### src/hdl/tmc_pkg.sv
`default_nettype none

package tmc_pkg;

   // Fixed field widths of the channels and the configuration port
   localparam int SAMPLE_W   = 16;
   localparam int CSR_W      = 16;
   localparam int CSR_IDX_W  = 3;
   localparam int CHAN_SEL_W = 3;
   localparam int INDEX_W    = 10;
   localparam int POS_W      = 10;
   localparam int COUNT_W    = 16;
   localparam int FIELD_CHANNELS = 8;

   // Parameter defaults for the top level
   localparam int CHANNELS_DEF    = 8;
   localparam int DEPTH_DEF       = 1024;
   localparam int SAMPLE_BITS_DEF = 16;

   // Configuration register indexes
   localparam logic [CSR_IDX_W-1:0] CSR_LEVEL   = 3'd0;
   localparam logic [CSR_IDX_W-1:0] CSR_SLOPE   = 3'd1;
   localparam logic [CSR_IDX_W-1:0] CSR_MODE    = 3'd2;
   localparam logic [CSR_IDX_W-1:0] CSR_DECIM   = 3'd3;
   localparam logic [CSR_IDX_W-1:0] CSR_TIMEOUT = 3'd4;
   localparam logic [CSR_IDX_W-1:0] CSR_HOLDOFF = 3'd5;

   // Run modes (code 3 acts as normal)
   localparam logic [1:0] MODE_NORMAL = 2'd0;
   localparam logic [1:0] MODE_AUTO   = 2'd1;
   localparam logic [1:0] MODE_SINGLE = 2'd2;

   // Register reset values
   localparam logic [COUNT_W-1:0] DECIM_RST   = 16'd1;
   localparam logic [COUNT_W-1:0] TIMEOUT_RST = 16'd1024;
   localparam logic [COUNT_W-1:0] HOLDOFF_RST = 16'd1024;

   // Capture phases
   typedef enum logic [1:0] {
      PH_WAIT    = 2'd0,
      PH_READY   = 2'd1,
      PH_STORE   = 2'd2,
      PH_HOLDOFF = 2'd3
   } phase_type;

   // Per-item status from the controller
   typedef struct packed {
      phase_type        phase;
      logic             stopped;
      logic             stored_now;
      logic [POS_W-1:0] store_position;
      logic             frame_done;
      logic             read_ok;
   } status_type;

endpackage

`default_nettype wire

### src/hdl/tmc_merge.sv
`default_nettype none

module tmc_merge #(
   parameter int CHANNELS   = tmc_pkg::CHANNELS_DEF,
   parameter int STORE_BITS = tmc_pkg::SAMPLE_W
) (
   input  wire logic [STORE_BITS-1:0]             lane_data [CHANNELS],
   input  wire logic [tmc_pkg::CHAN_SEL_W-1:0]    sel,
   input  wire logic                              ok,
   output logic signed [tmc_pkg::SAMPLE_W-1:0]    read_data
);

   localparam int SW = tmc_pkg::SAMPLE_W;
   localparam int SELW = tmc_pkg::CHAN_SEL_W;

   logic signed [STORE_BITS-1:0] pick;

   // Select the addressed lane; zero when the read missed
   always_comb begin
      pick = '0;
      for (int c = 0; c < CHANNELS; c++) begin
         if (ok && sel == SELW'(c)) begin
            pick = lane_data[c];
         end
      end
      read_data = SW'(pick);
   end

endmodule

`default_nettype wire

### config.mk
export PLATFORM = sky130hd
export DESIGN_NAME = tmc_merge
export DESIGN_NICKNAME = d
export VERILOG_FILES = /design/src/hdl/tmc_pkg.sv /design/src/hdl/tmc_merge.sv
export SDC_FILE = /design/constraint.sdc
export NUM_CORES = 1
export LEC_CHECK = 0
export ABC_AREA = 0
export BUFFER_PORTS_ARGS = -buffer_cell sky130_fd_sc_hd__buf_2
export CORE_MARGIN = 3
export CORE_UTILIZATION = 38
export DETAILED_ROUTE_END_ITERATION = 6
export PLACE_DENSITY = 0.95
export REMOVE_ABC_BUFFERS = 1
export SLEW_MARGIN = 10
export SYNTH_ARGS = -nofsm -noshare
export SYNTH_HDL_FRONTEND = slang
export SYNTH_SLANG_ARGS = --single-unit
### constraint.sdc
create_clock -name vclk -period 3
set_input_delay 0.3 -clock vclk [all_inputs]
set_output_delay 0.3 -clock vclk [all_outputs]
set_load 0.05 [all_outputs]
* Word-level counts from Yosys, hierarchy flattened
Index checks and enable logic that the tools add are counted.
Word-level totals: bits in registers 0, bits in latches 0, memory bits (writable) 0, memory bits (read-only) 0, output and inout port bits 16, logic and storage cells 24, memories kept 0
Operators by class: add/sub/neg operators 0, multiply operators 0, divide/modulo/power cells 0, order comparisons 0, equal/unequal tests 7, shift operators 0, multiplexer cells 8, bitwise operators 0, reduce and logical (&&, ||, !) cells 9
Operators with widths (count):
- $mux 16 | 8
- $eq 3x3->1 const B | 4
- $logic_and 1x1->1 | 8
- $eq 3x2->1 const B | 2
- $eq 3x1->1 const B | 1
- $logic_not 3->1 | 1

* Logic depth before layout (Yosys ltp)
word-level depth 10, mapped depth 7, depth with buffers taken out 4

* Worst setup path after synthesis
Ideal clock, no wire load.
path kind input-to-output, start input port sel[0] in the netlist's numbering, end output port read_data[10] in the netlist's numbering, arrival 1.804 ns, required time 2.700 ns, path slack 0.896 ns, stages on the path 7, path buffers 3, cells stage by stage buf_6 -> buf_4 -> buf_2 -> nand2_1 -> o2111ai_1 -> nand3_1 -> a21oi_1
Between the ends: cells in the longest elaborated chain, start to end 10
RTL lines:
- start: declaration | line tmc_merge.sv:8 | input wire logic [tmc_pkg::CHAN_SEL_W-1:0] sel,
- $logic_not 3->1 | line tmc_merge.sv:22 | if (ok && sel == SELW'(c)) begin
- $logic_and 1x1->1 | line tmc_merge.sv:22
- $mux 16 (7 in a row) | line tmc_merge.sv:22
- $mux 16 * | line tmc_merge.sv:22
- end: declaration | line tmc_merge.sv:10 | output logic signed [tmc_pkg::SAMPLE_W-1:0] read_data
Mark *: on every way between the ends. The rest lies on a longest branch, timed or not.

* Worst setup path after layout
start input port sel[0] in the netlist's numbering, end output port read_data[3] in the netlist's numbering
The elaborated chain is that of the path after synthesis.

==> key figures <==
Yosys
  – Synth cell types: 37
  – Register area share after synthesis: 0%
  – Post-synth top cells: nand2_1 (18), a21oi_1 (13), mux2i_1 (13), nor2_1 (13)
  – Syn Std Cell Area: about 1300 um2
  – Top post-synthesis cells by area: mux2i_1 (10%), mux2_1 (8.9%), mux4_2 (8.9%), a22oi_1 (5.4%), nand2_1 (5.4%)
  – Avg Cell Area, Syn: 7.46 um2
  – Synth Instances: 169
  – Top-area cell type share of the netlist area: 10.3%
  – Ys Warns: 0
  – Most common cell in the netlist: nand2_1
  – Area leader, netlist: mux2i_1

Detailed routing
  – Final WL: 4980 um
  – Vias per cell: 5.37
  – First-pass DRT Iterations: 4
  – Via Count: 1862
  – Antenna-violating nets left: 0
  – First DRT Iteration DRCs: 92
  – DRC viols: 0
  – WL per Instance: approximately 14 um

Outcome
  – Status: completed

Final layout
  – Fillers: 318
  – Clock buffer count: 0
  – Area Overhead vs Synth: 57.5%
  – Final Instance Area: 1980 um2
  – Fin nets: 437
  – Diodes inserted: 0
  – Num sequential: 0
  – Register area: 0 um2
  – Fraction of layout instances using a drive strength above 1: 56.4%

STA
  – Max-slew headroom: 62.6%
  – Slew at the pin closest to its max-slew limit: about 0.56 ns
  – Final WS setup: 0.765 ns
  – Final setup TNS: 0 ns
  – RSZ-0062 raised after global routing: false
  – Final worst-path cycle share: between 70% and 80%
  – Final Slew Violations: 0
  – Fin. Hold Viols: 0
  – Crit path time final: 2.23 ns
  – Final setup violation count: 0
  – Max Freq: 448 MHz

Floorplan
  – Die Y: 63.6 um
  – Row cnt: 20
  – Starting Density: 40.6%
  – I/O pin total: 148
  – Die X: 63.6 um
  – Core ar.: 3100 um2
  – Full die area: approximately 4000 um2

Flow run
  – Maxcap violations: 0

Min path
  – Hold/Removal Path Class: input port to output port
  – Worst hold path depth: 4

Global route
  – First-pass GRT wire length: 7930 um
  – Vias in the first global route: 1846
  – Largest net degree at the start of global routing: 39
  – Gr ovfl total: 0
  – Initial antenna violation count: 0
  – Gr usage total: 23.0%

Critical path
  – Endpoint type of the worst setup path: output port
  – CP Data Required Time: 2.70 ns
  – Crit Path Max Fanout: 38
  – Critical setup path kind: input port to output port
  – WP data arrival: slightly below 2 ns
  – CP Launch Type: input port

Power
  – Tot Pwr: between 0.0003 and 0.0004 W
  – Sequential share of power: 0%
  – Switching share of power: 55.2%
  – Internal power: 0.000150 W
  – P per Cell Area: approximately 170 nW/um2
  – Max IR drop VDD: between 0.08 and 0.09 mV
  – Gate power share: 100.0%
  – Leakage power: 1.06 nW
  – Switching pwr: ~0.00018 W
  – Clock share of power: 0%

Clock tree
  – Hold buffer count at CTS: 0
  – Post-CTS sizing: 0
  – Postcts setup bufs: 0

Placement
  – Worst slack at placement: 0.759 ns
  – # port buffers: 148
  – Post-Place Cell Area: between 1500 and 2000 um2
  – Post-detail-place hpwl: 4160 um
  – GP Congestion: 0.839
[path summary, 6_finish.rpt]
check                startpoint  slack (ns)      endpoint
setup / recovery         sel[0]        0.77  read_data[3]
hold / removal    lane_data[49]        1.02  read_data[1]
[per-layer routing]
layer / track usage (%) / vias to the layer above / routed length, um
met5: 0 / - / 0
met4: 2.96 / 0 / 61
met3: 2.32 / 6 / 346
met2: 44.7 / 87 / 2650
met1: 27.3 / 849 / 1930
li1: - / 920 / -
[critical path, cell delays in order]
cell,delay [ns]
buf_2,0.37
buf_12,0.29
mux4_2,0.55
o211a_1,0.21
buf_2,0.20
[power groups by stage]
stage	registers (W)	logic [W]	clock network, W
6_report	0	0.000334	0
3_3_place_gp	0	0.000327	0
4_1_cts	0	0.000334	0
5_1_grt	0	0.000362	0
2_1_floorplan	0	0.000185	0
3_5_place_dp	0	0.000334	0
[placed cells by master (no fill, tap or decap), types with 3 or more instances in the layout]
cell type | synthesis | layout
o21ai_0 | 5 | 5
buf_4 | 3 | 3
nand4_1 | 3 | 3
nor2_1 | 13 | 13
mux2_2 | 6 | 6
mux2i_1 | 13 | 13
mux2_1 | 10 | 10
o21ai_1 | 8 | 8
buf_2 | 10 | 148
mux2_4 | 3 | 3
nand3_1 | 4 | 4
nor2b_1 | 3 | 3
a22oi_1 | 9 | 9
inv_1 | 3 | 3
nand2_1 | 18 | 18
o211ai_1 | 6 | 6
a21o_1 | 4 | 4
o211a_1 | 3 | 3
mux4_2 | 5 | 5
a21oi_1 | 13 | 13
[per-stage QoR]
stage	hold WS (ns)	std cells	util [%]
global route	1.02	347	64.0
global placement	1.01	347	64.0
detailed placement	1.02	347	64.0
finish	1.02	347	64.0
floorplan	0.777	151	-
CTS	1.02	347	64.0
[final cells by class]
| cell class | instances | area, um2 | area share, % |
|---|---|---|---|
| multi-input cells | 147 | 1130 | 57.0 |
| repair buffers | 152 | 783 | 39.5 |
| well taps | 44 | 55.1 | 2.77 |
| inverters | 4 | 15.0 | 0.757 |
[logic make-up (layout without fill, tap and decap cells)]
kind of cell	after synthesis	in the layout	share of synthesized area, %
AND/OR/NAND/NOR	52	52	20.5
multiplexers	37	37	37.1
AO/OA/AOI/OAI	58	58	32.2
buffers and inverters	22	156	10.2
No activity file was read; power rests on OpenSTA's default activity.
