==> src/hdl/tmc_pkg.sv <==
`default_nettype none

package tmc_pkg;

   // Fixed field widths of the channels and the configuration port
   localparam int SAMPLE_W   = 16;
   localparam int CSR_W      = 16;
   localparam int CSR_IDX_W  = 3;
   localparam int CHAN_SEL_W = 3;
   localparam int INDEX_W    = 10;
   localparam int POS_W      = 10;
   localparam int COUNT_W    = 16;
   localparam int FIELD_CHANNELS = 8;

   // Parameter defaults for the top level
   localparam int CHANNELS_DEF    = 8;
   localparam int DEPTH_DEF       = 1024;
   localparam int SAMPLE_BITS_DEF = 16;

   // Configuration register indexes
   localparam logic [CSR_IDX_W-1:0] CSR_LEVEL   = 3'd0;
   localparam logic [CSR_IDX_W-1:0] CSR_SLOPE   = 3'd1;
   localparam logic [CSR_IDX_W-1:0] CSR_MODE    = 3'd2;
   localparam logic [CSR_IDX_W-1:0] CSR_DECIM   = 3'd3;
   localparam logic [CSR_IDX_W-1:0] CSR_TIMEOUT = 3'd4;
   localparam logic [CSR_IDX_W-1:0] CSR_HOLDOFF = 3'd5;

   // Run modes (code 3 acts as normal)
   localparam logic [1:0] MODE_NORMAL = 2'd0;
   localparam logic [1:0] MODE_AUTO   = 2'd1;
   localparam logic [1:0] MODE_SINGLE = 2'd2;

   // Register reset values
   localparam logic [COUNT_W-1:0] DECIM_RST   = 16'd1;
   localparam logic [COUNT_W-1:0] TIMEOUT_RST = 16'd1024;
   localparam logic [COUNT_W-1:0] HOLDOFF_RST = 16'd1024;

   // Capture phases
   typedef enum logic [1:0] {
      PH_WAIT    = 2'd0,
      PH_READY   = 2'd1,
      PH_STORE   = 2'd2,
      PH_HOLDOFF = 2'd3
   } phase_type;

   // Per-item status from the controller
   typedef struct packed {
      phase_type        phase;
      logic             stopped;
      logic             stored_now;
      logic [POS_W-1:0] store_position;
      logic             frame_done;
      logic             read_ok;
   } status_type;

endpackage

`default_nettype wire

==> src/hdl/tmc_ctrl.sv <==
`default_nettype none

module tmc_ctrl #(
   parameter  int CHANNELS = tmc_pkg::CHANNELS_DEF,
   parameter  int DEPTH    = tmc_pkg::DEPTH_DEF,
   localparam int AW       = $clog2(DEPTH)
) (
   input  wire logic                                clock,
   input  wire logic                                reset,
   input  wire logic                                csr_we,
   input  wire logic [tmc_pkg::CSR_IDX_W-1:0]       csr_index,
   input  wire logic [tmc_pkg::CSR_W-1:0]           csr_wdata,
   input  wire logic                                item_go,
   input  wire logic                                command,
   input  wire logic [tmc_pkg::CHAN_SEL_W-1:0]      read_channel,
   input  wire logic [tmc_pkg::INDEX_W-1:0]         read_index,
   input  wire logic signed [tmc_pkg::SAMPLE_W-1:0] trigger_sample,
   output tmc_pkg::status_type                      status,
   output logic [AW-1:0]                            wr_addr
);

   localparam int CW = tmc_pkg::COUNT_W;

   // Configuration registers
   logic signed [tmc_pkg::SAMPLE_W-1:0] level_ff;
   logic                                slope_ff;
   logic [1:0]                          mode_ff;
   logic [CW-1:0]                       decim_ff;
   logic [CW-1:0]                       tmo_ff;
   logic [CW-1:0]                       hold_ff;

   // Capture state
   tmc_pkg::phase_type phase_ff, phase_in;
   logic               stop_ff, stop_in;
   logic [CW-1:0]      auto_ff, auto_in;
   logic [CW-1:0]      skip_ff, skip_in;
   logic [AW-1:0]      wp_ff, wp_in;
   logic [CW-1:0]      hcnt_ff, hcnt_in;
   logic [AW:0]        fill_ff, fill_in;

   logic               arm;
   logic               fire;
   logic               stored;
   logic               done;
   logic [AW:0]        wp_inc;

   // Trigger compare against the level for the selected slope
   always_comb begin
      if (!slope_ff) begin
         arm  = trigger_sample <  level_ff;
         fire = trigger_sample >= level_ff;
      end else begin
         arm  = trigger_sample >  level_ff;
         fire = trigger_sample <= level_ff;
      end
   end

   // Phase walk: wait, ready, store, holdoff in order, falling through
   always_comb begin
      phase_in = phase_ff;
      stop_in  = stop_ff;
      auto_in  = auto_ff;
      skip_in  = skip_ff;
      wp_in    = wp_ff;
      hcnt_in  = hcnt_ff;
      fill_in  = fill_ff;
      stored   = 1'b0;
      done     = 1'b0;
      wp_inc   = {1'b0, wp_ff} + 1'b1;
      if (!command) begin
         if (phase_in == tmc_pkg::PH_WAIT && !stop_in) begin
            if (mode_ff == tmc_pkg::MODE_AUTO) begin
               auto_in = auto_in + 1'b1;
               if (auto_in == tmo_ff) begin
                  phase_in = tmc_pkg::PH_STORE;
                  auto_in  = '0;
               end
            end
            if (arm) begin
               phase_in = tmc_pkg::PH_READY;
            end
         end
         if (phase_in == tmc_pkg::PH_READY) begin
            if (mode_ff == tmc_pkg::MODE_AUTO) begin
               auto_in = auto_in + 1'b1;
               if (auto_in == tmo_ff) begin
                  phase_in = tmc_pkg::PH_STORE;
                  auto_in  = '0;
               end
            end
            if (fire) begin
               phase_in = tmc_pkg::PH_STORE;
               auto_in  = '0;
            end
         end
         if (phase_in == tmc_pkg::PH_STORE) begin
            if (skip_in == '0) begin
               stored = 1'b1;
               wp_in  = AW'(wp_inc);
               if (wp_inc > fill_ff) begin
                  fill_in = wp_inc;
               end
               if (wp_inc == (AW+1)'(DEPTH)) begin
                  wp_in   = '0;
                  skip_in = '0;
                  done    = 1'b1;
                  if (mode_ff != tmc_pkg::MODE_SINGLE) begin
                     phase_in = tmc_pkg::PH_HOLDOFF;
                     hcnt_in  = '0;
                  end else begin
                     stop_in  = 1'b1;
                     phase_in = tmc_pkg::PH_WAIT;
                  end
               end
            end
            skip_in = skip_in + 1'b1;
            if (skip_in >= decim_ff) begin
               skip_in = '0;
            end
         end
         if (phase_in == tmc_pkg::PH_HOLDOFF) begin
            hcnt_in = hcnt_in + 1'b1;
            if (hcnt_in == hold_ff) begin
               phase_in = tmc_pkg::PH_WAIT;
            end
         end
      end
   end

   // Status for this transfer; reads check range and the filled span
   always_comb begin
      status.phase          = phase_in;
      status.stopped        = stop_in;
      status.stored_now     = stored;
      status.store_position = stored ? tmc_pkg::POS_W'(wp_ff) : '0;
      status.frame_done     = done;
      status.read_ok        = command
                              && (32'(read_channel) < 32'(CHANNELS))
                              && (32'(read_index) < 32'(DEPTH))
                              && (32'(read_index) < 32'(fill_ff));
   end

   assign wr_addr = wp_ff;

   // Configuration and state registers
   always_ff @(posedge clock) begin
      if (reset) begin
         level_ff <= '0;
         slope_ff <= 1'b0;
         mode_ff  <= tmc_pkg::MODE_AUTO;
         decim_ff <= tmc_pkg::DECIM_RST;
         tmo_ff   <= tmc_pkg::TIMEOUT_RST;
         hold_ff  <= tmc_pkg::HOLDOFF_RST;
         phase_ff <= tmc_pkg::PH_WAIT;
         stop_ff  <= 1'b0;
         auto_ff  <= '0;
         skip_ff  <= '0;
         wp_ff    <= '0;
         hcnt_ff  <= '0;
         fill_ff  <= '0;
      end else begin
         if (item_go) begin
            phase_ff <= phase_in;
            auto_ff  <= auto_in;
            skip_ff  <= skip_in;
            wp_ff    <= wp_in;
            hcnt_ff  <= hcnt_in;
            fill_ff  <= fill_in;
         end
         // A run mode write clears the stop flag
         if (csr_we && csr_index == tmc_pkg::CSR_MODE) begin
            stop_ff <= 1'b0;
         end else if (item_go) begin
            stop_ff <= stop_in;
         end
         if (csr_we) begin
            case (csr_index)
               tmc_pkg::CSR_LEVEL:   level_ff <= csr_wdata;
               tmc_pkg::CSR_SLOPE:   slope_ff <= csr_wdata[0];
               tmc_pkg::CSR_MODE:    mode_ff  <= csr_wdata[1:0];
               tmc_pkg::CSR_DECIM:   decim_ff <= csr_wdata;
               tmc_pkg::CSR_TIMEOUT: tmo_ff   <= csr_wdata;
               tmc_pkg::CSR_HOLDOFF: hold_ff  <= csr_wdata;
               default: ;
            endcase
         end
      end
   end

   // Filled span never passes the buffer depth
   a_fill_bound: assert property (@(posedge clock) disable iff (reset)
      fill_ff <= (AW+1)'(DEPTH))
      else $error("fill count beyond depth");

   // A completed frame restarts the write position
   a_frame_wrap: assert property (@(posedge clock) disable iff (reset)
      (item_go && status.frame_done) |=> (wp_ff == '0))
      else $error("write position not cleared after frame");

   // Stop only comes from a single shot frame
   a_stop_single: assert property (@(posedge clock) disable iff (reset)
      $rose(stop_ff) |-> (mode_ff == tmc_pkg::MODE_SINGLE))
      else $error("stop set outside single mode");

endmodule

`default_nettype wire

==> config.mk <==
export PLATFORM = sky130hd
export DESIGN_NAME = tmc_ctrl
export DESIGN_NICKNAME = d
export VERILOG_FILES = /design/src/hdl/tmc_pkg.sv /design/src/hdl/tmc_ctrl.sv
export SDC_FILE = /design/constraint.sdc
export NUM_CORES = 1
export LEC_CHECK = 0
export BUFFER_PORTS_ARGS = -buffer_cell sky130_fd_sc_hd__buf_2
export CORE_MARGIN = 3
export CORE_UTILIZATION = 53
export DETAILED_ROUTE_END_ITERATION = 8
export PLACE_DENSITY = 0.74
export RECOVER_POWER = 100
export SETUP_SLACK_MARGIN = 0.02
export SYNTH_ARGS = -nofsm -noshare
export SYNTH_HDL_FRONTEND = slang
export SYNTH_SLANG_ARGS = --single-unit
==> constraint.sdc <==
create_clock -name clock -period 11.1 [get_ports clock]
set_clock_uncertainty 0.05 [all_clocks]
set_input_delay 2.22 -clock clock [delete_from_list [all_inputs] [get_ports clock]]
set_output_delay 2.22 -clock clock [all_outputs]
set_load 0.05 [all_outputs]
* Word-level counts from Yosys, hierarchy flattened
Cells that the tools add are included.
** Word-level totals
- Register bits :: 139
- Word-level logic and storage cells :: 111
- Output and inout port bits :: 26
- Input bits :: 53
** Operators by class
- Add/sub/neg operators :: 5
- Muxes and demuxes :: 53
- Equal/unequal tests :: 14
- Reductions and logical operators :: 18
- Bitwise logic cells :: 1
- $lt $le $gt $ge :: 7
** Operators by type and width (count)
- $mux 16 :: 19
- $add 16x1->16 const B :: 4
- $eq 16x16->1 :: 3
- $mux 2 :: 18
- $ge 16x16->1 :: 2
- $mux 10 :: 2
- $gt 16x16->1 :: 1
- $le 16x16->1 :: 1
- $logic_not 16->1 :: 1
- $lt 16x16->1 :: 1
- $mux 1 :: 14
- $reduce_and 2->1 :: 7
- $add 10x1->11 const B :: 1
- $eq 11x11->1 const B :: 1
- $gt 11x11->1 :: 1
- $lt 10x11->1 :: 1
- $eq 3x2->1 const B :: 2
- $eq 3x3->1 const B :: 2
- $reduce_and 5->1 :: 1
- $eq 2x1->1 const B :: 2
- $eq 2x2->1 const B :: 2
- $reduce_and 4->1 :: 1
- $eq 3x1->1 const B :: 1
- $logic_and 1x1->1 :: 3
- 7 further kinds :: 7

* Longest topological paths before layout
- Depth in word-level cells :: 21
- Gate-level depth with buffers :: 43
- Gate-level depth less buffers :: 36

* Worst setup path after synthesis
No wires, ideal clock.
- Path type :: input-to-output
- From :: input port trigger_sample[9] (netlist bit)
- To :: output port status[15] (netlist bit)
- Required time :: 8.830 ns
- Path slack :: -0.768 ns
- Path buffers :: 2
- Cell stages on the path :: 31
- Data arrival time :: 9.598 ns
- Cells stage by stage :: ha_1 > a21o_1 > a21o_1 > a21o_1 > a21o_1 > a21o_1 > and2_1 > a211o_1 > or3_1 > a21oi_1 > o22a_1 > nand2_1 > nand2_1 > o31a_1 > ha_1 > nand3_1 > nor2_1 > and3_1 > clkbuf_1 > and3_1 > and3_1 > clkbuf_1 > and3_1 > xnor2_1 > xor2_1 > a31oi_1 > a211oi_1 > o311ai_1 > or4_4 > o31ai_2 > o41ai_1
** RTL lines
- from (decl) :: line tmc_ctrl.sv:17 : input wire logic signed [tmc_pkg::SAMPLE_W-1:0] trigger_sample,
- to (decl) :: line tmc_ctrl.sv:18 : output tmc_pkg::status_type status,

==> reports/results.tsv <==
stage	metric	value	unit
status	outcome	complete, but fails checks	
status	violations	capacitance limit, slew limit	
critical_path	crit_path_max_incr_delay	500	ps
placement	placed_cell_area	0.0117	mm^2
sta	timing_hold_violations_final	0	
cells_and_area	stdcell_count	1836	
cts	ctsHtreeMaxLevel	4	
floorplan	dieArea	0.0224	mm^2
global_routing	grt_max_degree	105	
placement	hpwlAfterDp	25300	um
cells_and_area	final_common_cell	nand2_1	
floorplan	fp.dieW	150	um
floorplan	row_count	51	
power_and_ir_drop	finalPower	0.00142	W
routing	ant_nets	0	
floorplan	core-area	0.0198	mm^2
global_routing	grt_pass1_wl	54600	um
routing	wl	34700	um
yosys	syn-cell-area	0.0109	mm^2
cts	cts_buffer_depth	2	
cells_and_area	layout_common_cells	nand2_1 (212), a21oi_1 (139), dfxtp_1 (136)	
routing	viasPerCell	6.22	
cells_and_area	area_growth	14.9	%
critical_path	cp-start-kind	input port	
cells_and_area	n_antenna_cell	0	
critical_path	cp-end-kind	output pin	
cts	cts-buffers-inserted	17	
sta	finalSetupViolCount	0	
cts	cts.sinks	139	
cells_and_area	drive_gt1_frac	0.150	
cts	cts_tree	done	
yosys	ys.flop_type	dfxtp_1	
cts	ctsHoldBuffers	0	
sta	max_slew_margin	-2.03	
cts	clk_pin_slew	60	ps
global_routing	grtUsageTotal	0.306	
routing	dr.first_iter.drc_count	1121	
power_and_ir_drop	pwr_density_cell	113	mW/mm^2
cells_and_area	finish.instance_area	0.0126	mm^2
cells_and_area	layout.nets	1668	
yosys	synthesis.nets	1594	
routing	wire_per_inst	18.9	um
cells_and_area	regArea	0.00279	mm^2
placement	portBuffers	75	
placement	gp_congestion	1.02	
floorplan	die_h	150	um
routing	routed-via-count	11400	
power_and_ir_drop	p_leak	4.79	nW
yosys	syn_inst	1484	
cells_and_area	multi_input_area	0.00771	mm^2
critical_path	crit_required	8830	ps
global_routing	grt_overflow	0	
yosys	synth.distinct_cells	91	
min_path	hold_class	reg2reg	
power_and_ir_drop	pwr-share-seq	0.370	
floorplan	ioPinCount	79	
yosys	yosys_warnings	0	
floorplan	start_util	0.551	
critical_path	slowest_stage	or4_4	
global_routing	grt_pass1_vias	10300	
critical_path	cpMostUsedCell	a21o_1	
yosys	syn_area_per_cell	7.37	um^2
yosys	ys_ff_latch	139	
power_and_ir_drop	switching_share	0.328	
yosys	synth-edff-count	0	
placement	dp_cells	1794	
power_and_ir_drop	ir_drop	0.107	mV
sta	maxSlewViolCount	143	
routing	drc	0	
cts	clock_latency	430	ps
routing	dr.pass1.iters	7	
power_and_ir_drop	p_comb_frac	0.225	
cts	root_buffer	clkbuf_16	
power_and_ir_drop	clock_power_share	0.405	
cells_and_area	fillCellCount	1750	
sta	tightest_slew	4550	ps
critical_path	crit_arrival	8560	ps
critical_path	critPathMaxFanout	5	
yosys	synthArstFlopShare	0	
flow_run	cap_violations	2	
power_and_ir_drop	p_sw	0.000468	W
sta	fin_crit_sh	0.976	
sta	hold-worst-slack	406	ps
power_and_ir_drop	intPower	0.000956	W
global_routing	antenna_found_initial	0	
sta	finalWorstPathRequiredPeriod	10830	ps
critical_path	critical_path_class	in2out	
yosys	seq_area_frac_synth	0.255	
sta	fmax	0.0923	GHz
cells_and_area	fin_util	0.633	
## synth_stat cells, drive strengths merged (6+ instances only)
cell	number	area share
nor4	18	0.014
nand3	43	0.020
xnor2	43	0.035
or3	15	0.0086
nor3	50	0.023
xor2	41	0.033
o211ai	9	0.0062
a211o	7	0.0056
nand3b	16	0.011
and2	26	0.015
nand4	19	0.013
nor2	132	0.046
o21ai	59	0.027
a21o	27	0.019
a22oi	18	0.013
a21oi	142	0.066
o311ai	7	0.0056
buf	28	0.016
o21a	9	0.0062
o22ai	9	0.0052
clkbuf	67	0.023
a211oi	31	0.023
inv	58	0.020
ha	57	0.065
or4	9	0.0069
mux2i	11	0.010
nor2b	18	0.010
dfxtp	139	0.25
and3	33	0.019
a31oi	11	0.0063
nand2	212	0.073
nand2b	15	0.0088
o221a	6	0.0062
nor4b	8	0.0070
## layer usage
layer | vias to the layer above | GRT usage | part of all wire
li1 | 5495 | - | -
met2 | 535 | 0.456 | 0.44
met3 | 82 | 0.0769 | 0.10
met1 | 5306 | 0.429 | 0.43
met4 | 0 | 0.109 | 0.027
met5 | - | 0 | 0
## state kept, by name, summed over array words and instances (netlist names), 11 cells and up
| register | count |
|---|---|
| hcnt_ff | 16 |
| decim_ff | 16 |
| hold_ff | 16 |
| skip_ff | 16 |
| auto_ff | 16 |
| level_ff | 16 |
| tmo_ff | 16 |
| fill_ff | 11 |
## final timing paths
kind | startpoint | endpoint | slack (ps) | depth (start not counted)
worst max-delay path | trigger_sample[9] | status[15] | 270 | 31
worst min-delay path | decim_ff[9]$_SDFFE_PP0P_ | decim_ff[9]$_SDFFE_PP0P_ | 410 | 2
worst max register to register | auto_ff[6]$_SDFFE_PP0P_ | phase_ff[0]$_SDFFE_PP0P_ | 2890 | 30
worst min register to register | decim_ff[9]$_SDFFE_PP0P_ | decim_ff[9]$_SDFFE_PP0P_ | 410 | 2
## power groups by stage
stage / registers (W) / logic [W] / clock network, W
final: 0.000527 / 0.000320 / 0.000577
after detailed placement: 0.000537 / 0.000293 / 0
after CTS: 0.000526 / 0.000299 / 0.000584
after global placement: 0.000537 / 0.000290 / 0
after global routing: 0.000529 / 0.000346 / 0.000603
after floorplan: 0.000532 / 0.000206 / 0
## timing repair
action / CTS / global route
buffers inserted: 0 / 10
gates resized for setup: 10 / 36
setup endpoints to repair: 2 / 2
pin swaps: 3 / 15
## kinds of logic (layout without fill, tap and decap cells)
kind of cell    Yosys count  count (layout)  share of synthesized area
fa+ha+maj                57              57                     0.0652
flops                   139             139                      0.255
compound gates          391             391                      0.236
buf+inv                 153             240                     0.0593
mux                      12              12                     0.0111
xor+xnor                 87              87                     0.0743
simple gates            645             645                      0.300
## metrics by stage
stage / setup TNS (ps) / setup WS, ps
floorplan: 0 / 48.3
global placement: 0 / 22.7
detailed placement: 0 / 6.46
CTS: 0 / 37.8
global route: -4.62 / -4.62
finish: 0 / 267
## critical path: cells and delay by family
kind | cells | cell delay [ps]
AO/OA/AOI/OAI | 14 | 2760
XOR/XNOR | 2 | 440
adder cells (fa/ha/maj) | 2 | 520
buffers and inverters | 2 | 290
AND/OR/NAND/NOR | 11 | 2290
## area by class of cell
class,instances,area share
inverters,58,0.0173
multi-input cells,1192,0.614
clock buffers,17,0.0339
repair buffers,150,0.0727
clock inverters,15,0.0138
well taps,265,0.0264
flip-flops and latches,139,0.222
No activity file was read; power rests on OpenSTA's default activity.
